==> src/rtl/swsp_pkg.sv <==
// Package with the word types and character constants of the shell word splitter.
`default_nettype none

package swsp_pkg;

  localparam logic [7:0] CH_BSL  = 8'h5C;
  localparam logic [7:0] CH_SQ   = 8'h27;
  localparam logic [7:0] CH_DQ   = 8'h22;
  localparam logic [7:0] CH_NUL  = 8'h00;
  localparam logic [7:0] SEP_RST = 8'h20;

  localparam logic MODE_CHAR = 1'b0;
  localparam logic MODE_END  = 1'b1;

  typedef struct packed {
    logic       mode;
    logic [7:0] char_in;
  } in_word_t;

  typedef struct packed {
    logic [7:0] char_out;
    logic       char_present;
    logic       word_end;
    logic       cmd_end;
  } out_word_t;

endpackage

`default_nettype wire

==> src/rtl/shell_word_splitter.sv <==
// Top level of the shell word splitter: parse state, result register and skid stage.
//
// The input channel (in_valid, in_ready, in_data) carries one command byte or an
// end marker per word. The output channel (out_valid, out_ready, out_data) carries
// at most one result per input word: a word character, a word end, or both, and
// the command end. Quotes, backslash escapes and the separator byte are handled
// as in a shell; the most recent word character is held back one word so that an
// escaped character inside quotes can replace it.
// One input word is accepted every cycle while in_ready is high. A result is registered
// in the output register, or in the skid register while the output is stalled. The parse
// state is updated in the same cycle as the accept, so consecutive words need no gap.
// When the receiver stalls, one further result is caught in a skid register and
// in_ready drops until the skid register drains.
// Reset clears the parse state and both output valid flags and sets the separator to a
// space. The user writes the separator through cfg_we and cfg_wdata only while idle; the block does not enforce it.
`default_nettype none

module shell_word_splitter (
  input  wire logic               clk,
  input  wire logic               rst_n,
  input  wire logic               in_valid,
  output logic                    in_ready,
  input  wire swsp_pkg::in_word_t in_data,
  output logic                    out_valid,
  input  wire logic               out_ready,
  output swsp_pkg::out_word_t     out_data,
  input  wire logic               cfg_we,
  input  wire logic [7:0]         cfg_wdata
);
  import swsp_pkg::*;

  logic [7:0] sep_val_r;
  logic       in_single_r, in_single_nxt;
  logic       in_double_r, in_double_nxt;
  logic       after_bsl_r, after_bsl_nxt;
  logic       after_cq_r, after_cq_nxt;
  logic       held_valid_r, held_valid_nxt;
  logic [7:0] held_char_r, held_char_nxt;

  out_word_t  out_r, skid_r, res;
  logic       out_valid_r, skid_valid_r;
  logic       has_res;
  logic       in_fire, out_fire, is_end;
  logic [7:0] c;

  assign c        = in_data.char_in;
  assign is_end   = (in_data.mode == MODE_END) || (c == CH_NUL);
  assign in_ready = !skid_valid_r;
  assign in_fire  = in_valid && in_ready;
  assign out_valid = out_valid_r;
  assign out_data  = out_r;
  assign out_fire  = out_valid_r && out_ready;

  always_comb begin
    logic done;
    logic add;
    done           = 1'b0;
    add            = 1'b0;
    in_single_nxt  = in_single_r;
    in_double_nxt  = in_double_r;
    after_bsl_nxt  = after_bsl_r;
    after_cq_nxt   = after_cq_r;
    held_valid_nxt = held_valid_r;
    held_char_nxt  = held_char_r;
    has_res        = 1'b0;
    res            = '0;
    if (is_end) begin
      has_res          = 1'b1;
      res.char_out     = held_valid_r ? held_char_r : 8'h00;
      res.char_present = held_valid_r;
      res.word_end     = held_valid_r;
      res.cmd_end      = 1'b1;
      in_single_nxt    = 1'b0;
      in_double_nxt    = 1'b0;
      after_bsl_nxt    = 1'b0;
      after_cq_nxt     = 1'b0;
      held_valid_nxt   = 1'b0;
      held_char_nxt    = 8'h00;
    end else begin
      if (in_single_r) begin
        if (after_bsl_r) begin
          after_bsl_nxt = 1'b0;
          if (c == CH_BSL) begin
            done = 1'b1;
          end else if (c == CH_SQ) begin
            held_char_nxt  = c;
            held_valid_nxt = 1'b1;
            done           = 1'b1;
          end
        end
        if (!done && c == CH_SQ) begin
          in_single_nxt = 1'b0;
          after_cq_nxt  = 1'b1;
          done          = 1'b1;
        end
      end else if (in_double_r) begin
        if (after_bsl_r) begin
          after_bsl_nxt  = 1'b0;
          held_char_nxt  = c;
          held_valid_nxt = 1'b1;
          done           = 1'b1;
        end else if (c == CH_DQ) begin
          in_double_nxt = 1'b0;
          after_cq_nxt  = 1'b1;
          done          = 1'b1;
        end
      end
      if (!done) begin
        after_cq_nxt = 1'b0;
        if (c == CH_BSL) begin
          after_bsl_nxt = 1'b1;
          add           = 1'b1;
        end else if (c == CH_SQ) begin
          in_single_nxt = 1'b1;
        end else if (c == CH_DQ) begin
          if (!in_single_r) begin
            in_double_nxt = 1'b1;
          end else begin
            add = 1'b1;
          end
        end else if (in_single_r || in_double_r) begin
          add = 1'b1;
        end else if (c == sep_val_r) begin
          if (held_valid_r || after_cq_r) begin
            has_res          = 1'b1;
            res.char_out     = held_valid_r ? held_char_r : 8'h00;
            res.char_present = held_valid_r;
            res.word_end     = 1'b1;
            held_valid_nxt   = 1'b0;
            held_char_nxt    = 8'h00;
          end
        end else begin
          add = 1'b1;
        end
        if (add) begin
          if (held_valid_r) begin
            has_res          = 1'b1;
            res.char_out     = held_char_r;
            res.char_present = 1'b1;
          end
          held_char_nxt  = c;
          held_valid_nxt = 1'b1;
        end
      end
    end
  end

  always_ff @(posedge clk) begin
    if (!rst_n) begin
      sep_val_r    <= SEP_RST;
      in_single_r  <= 1'b0;
      in_double_r  <= 1'b0;
      after_bsl_r  <= 1'b0;
      after_cq_r   <= 1'b0;
      held_valid_r <= 1'b0;
      held_char_r  <= 8'h00;
    end else begin
      if (cfg_we) begin
        sep_val_r <= cfg_wdata;
      end
      if (in_fire) begin
        in_single_r  <= in_single_nxt;
        in_double_r  <= in_double_nxt;
        after_bsl_r  <= after_bsl_nxt;
        after_cq_r   <= after_cq_nxt;
        held_valid_r <= held_valid_nxt;
        held_char_r  <= held_char_nxt;
      end
    end
  end

  always_ff @(posedge clk) begin
    if (!rst_n) begin
      out_valid_r  <= 1'b0;
      skid_valid_r <= 1'b0;
    end else if (skid_valid_r) begin
      if (out_fire) begin
        skid_valid_r <= 1'b0;
      end
    end else if (in_fire && has_res) begin
      if (out_valid_r && !out_fire) begin
        skid_valid_r <= 1'b1;
      end else begin
        out_valid_r <= 1'b1;
      end
    end else if (out_fire) begin
      out_valid_r <= 1'b0;
    end
  end

  always_ff @(posedge clk) begin
    if (skid_valid_r) begin
      if (out_fire) begin
        out_r <= skid_r;
      end
    end else if (in_fire && has_res) begin
      if (out_valid_r && !out_fire) begin
        skid_r <= res;
      end else begin
        out_r <= res;
      end
    end
  end

  a_skid_needs_out: assert property (@(posedge clk) disable iff (!rst_n)
    skid_valid_r |-> out_valid_r)
    else $error("Skid register holds a word while the output register is empty.");

  a_held_char_clear: assert property (@(posedge clk) disable iff (!rst_n)
    !held_valid_r |-> (held_char_r == 8'h00))
    else $error("Held character is nonzero while nothing is held.");

  a_end_clears: assert property (@(posedge clk) disable iff (!rst_n)
    (in_fire && is_end) |=> (!held_valid_r && !in_single_r && !in_double_r
                             && !after_bsl_r && !after_cq_r))
    else $error("Parse state not cleared after the end of a command.");

  a_absent_char_zero: assert property (@(posedge clk) disable iff (!rst_n)
    (out_valid_r && !out_r.char_present) |-> (out_r.char_out == 8'h00))
    else $error("Result carries a character byte without a character.");

endmodule

`default_nettype wire

==> config.mk <==
export PLATFORM = sky130hd
export DESIGN_NAME = shell_word_splitter
export DESIGN_NICKNAME = d
export VERILOG_FILES = /design/src/rtl/swsp_pkg.sv /design/src/rtl/shell_word_splitter.sv
export SDC_FILE = /design/constraint.sdc
export NUM_CORES = 1
export LEC_CHECK = 0
export BUFFER_PORTS_ARGS = -buffer_cell sky130_fd_sc_hd__clkbuf_2
export CAP_MARGIN = 20
export CORE_AREA = 2 2 95 74
export CTS_BUF_LIST = sky130_fd_sc_hd__clkbuf_16
export CTS_CLUSTER_DIAMETER = 120
export DETAILED_ROUTE_END_ITERATION = 16
export DIE_AREA = 0 0 97 76
export GPL_TIMING_DRIVEN = 0
export PLACE_DENSITY = 0.54
export SETUP_SLACK_MARGIN = 0.5
export SKIP_LAST_GASP = 1
export SYNTH_ARGS = -nofsm -noshare
export SYNTH_HDL_FRONTEND = slang
export SYNTH_SLANG_ARGS = --single-unit
export TNS_END_PERCENT = 50
==> constraint.sdc <==
create_clock -name clk -period 3.7 [get_ports clk]
set_clock_uncertainty 0.2 [all_clocks]
set_input_delay 0.555 -clock clk [delete_from_list [all_inputs] [get_ports clk]]
set_output_delay 0.555 -clock clk [all_outputs]
set_load 0.005 [all_outputs]
==> run_results.csv <==
group,metric,value,unit
floorplanning,dieHeight,76,um
setup_path,cp_max_fo,11,
routing,num_vias,1684,
grt,grt_pass1_wl,7.83,mm
routing,drtIter0Drc,68,
sta,holdWs,283,ps
clock_tree,clock-sinks,45,
flow_run,drv_cap,0,
synth,ys_async_sr_fraction,0,%
sta,period_share,80.8,%
setup_path,cp.required,3420,ps
layout,drive_gt1_share,24.0,%
layout,diodes,0,
synth,synth.avg_cell_area,10.5,um2
synth,synthTopCellsByArea,"edfxtp_1, dfxtp_1, nand2_1",
layout,fin_cells,334,
power_and_ir_drop,p_leak,1.02,nW
synth,synth_seq_cells,45,
sta,worstMarginPinSlew,617,ps
routing,ant_nets,0,
power_and_ir_drop,peakVddDrop,176,uV
synth,synth_common_cells,"nand2_1, dfxtp_1, edfxtp_1",
synth,synth_most_common_cell,"nand2_1",
power_and_ir_drop,power.density,444,nW/um2
clock_tree,clockRootBuffer,"clkbuf_16",
sta,relSlewSlack,58.9,%
grt,overflow,0,
clock_tree,path_clk_slew,60,ps
synth,ys_warn_count,0,
routing,vias_per_cell,5.04,
floorplanning,rows,26,
synth,synth_top_cell_area_share,30.1,%
sta,min_period,2990,ps
sta,setup_ws,709,ps
sta,tns,0,ps
synth,ys.flop_type,"dfxtp_1",
grt,grt_max_degree,15,
routing,wl_per_cell,13.9,um
layout,fin_nets,271,
clock_tree,clk_latency,290,ps
floorplanning,initial_utilization,33.6,%
grt,grt_pass1_vias,1620,
synth,synth_edf_count,22,
synth,synth_fp_nets,231,
clock_tree,cts-htree-levels,2,
sta,hold_violations,0,
setup_path,critPathLaunchType,"primary input",
synth,synth_area,2190,um2
clock_tree,cts_tree,"yes",
floorplanning,io_pins,35,
grt,grt_antenna_before_repair,0,
placement,port_buffers,33,
sta,drv_slew,0,
sta,rsz0062_at_grt,"yes",
synth,netlist-cell-type-count,51,
layout,final_area,2650,um2
clock_tree,clock_path_buffers,2,
clock_tree,cts_setup_buffers,0,
sta,fmax,334,MHz
floorplanning,core_area,6540,um2
status,outcome,"complete, no violations",
routing,drc_errors,0,
setup_path,endpoint_kind,"register",
hold_path,whs_path_depth,3,
clock_tree,numCtsBuffers,5,
floorplanning,die_w,97,um
floorplanning,die-area,7370,um2
sta,setup_viol,0,
placement,place_congestion,0.834,
setup_path,cp.arrival,2710,ps
grt,grtUsageTotal,13.1,%
synth,syn_inst,209,
routing,routed_wl,4.64,mm
synth,synth_area_leader_cell,"edfxtp_1",
setup_path,critical_path_class,"in2reg",
setup_path,r2r_cells,6,
placement,placed_area,2470,um2
layout,area_growth,20.7,%
synth,ys_seq_area_share,51.1,%
placement,post-dp-hpwl,3.54,mm
placement,placed_cells,326,
routing,dr.pass1.iters,4,
placement,pre_cts_slack,103,ps
hold_path,min_path_type,"in2reg",
==> final cells by class <==
type	instances	area, um2
tap	84	105
fill	648	3890
clock inverter	3	42.5
sequential	45	1120
timing repair buffer	33	165
inverter	5	18.8
multi-input combinational	150	1030
clock buffer	5	125
buffer	9	36.3
==> sequential cells by signal (all words and copies together) (netlist names), 8 cells and up <==
name         count
held_char_r      8
skid_r          11
out_data        11
sep_val_r        8
==> metrics by stage <==
stage | util, % | power (mW)
after global routing | 40.5 | 1.22
final | 40.5 | 1.18
after global placement | 37.8 | 0.676
after floorplan | - | 0.632
after CTS | 40.4 | 1.18
after detailed placement | 37.8 | 0.678
==> repair_timing <==
action                     CTS  global route
gates cloned                 0             0
hold buffers                 0             0
setup endpoints to repair   11            11
pin swaps                    0             0
gates resized for setup      1             1
==> report_power, final <==
part           total [mW]  leakage, nW  switching, mW  internal, mW
Clock               0.508       0.0852          0.191         0.317
Sequential          0.557        0.382         0.0110         0.546
Combinational       0.110        0.549         0.0645        0.0458
Total                1.18         1.02          0.266         0.909
==> cell usage in the layout (no fill, tap or decap), types with 6 or more instances in the layout <==
cell | netlist | layout
nor2_1 | 13 | 13
mux2i_1 | 8 | 8
a21oi_1 | 7 | 7
o21ai_0 | 6 | 6
clkbuf_1 | 7 | 7
nand2_1 | 29 | 29
nor3_1 | 6 | 6
and3_1 | 9 | 9
edfxtp_1 | 22 | 22
o31ai_1 | 11 | 11
dfxtp_1 | 23 | 23
clkbuf_2 | 0 | 33
==> metal layers <==
layer  wire, um  share of wire (%)  track usage, %
met1       2390                 51            18.6
met2       1930                 42            19.2
met3        250                5.4            4.50
met4         67                1.4            3.52
met5          0                  0               0
==> worst max-delay path, cell delays in order <==
cell and delay (ps):
clkbuf_2 150, and4_4 230, a211oi_1 290, nand4_1 270, o31ai_2 450, o21ai_1 210, a22oi_2 560
==> worst paths after layout <==
check	start	endpoint	slack, ps
hold / removal	cfg_wdata[5]	sep_val_r[5]$_SDFFE_PN1P_	280
setup reg to reg	sep_val_r[5]$_SDFFE_PN1P_	out_data[5]$_DFFE_PP_	830
setup / recovery	in_data[4]	out_data[5]$_DFFE_PP_	710
hold reg to reg	held_char_r[4]$_SDFFE_PN0P_	held_char_r[4]$_SDFFE_PN0P_	310
==> kinds of logic after synthesis <==
family	synth area share, %
DFF	51.1
and+or+nand+nor	20.8
xor gates and xnor gates	3.19
buffers and inverters	2.51
AOI/OAI and AO/OA	17.7
muxes	4.68
No activity file was read; power rests on OpenSTA's default activity.
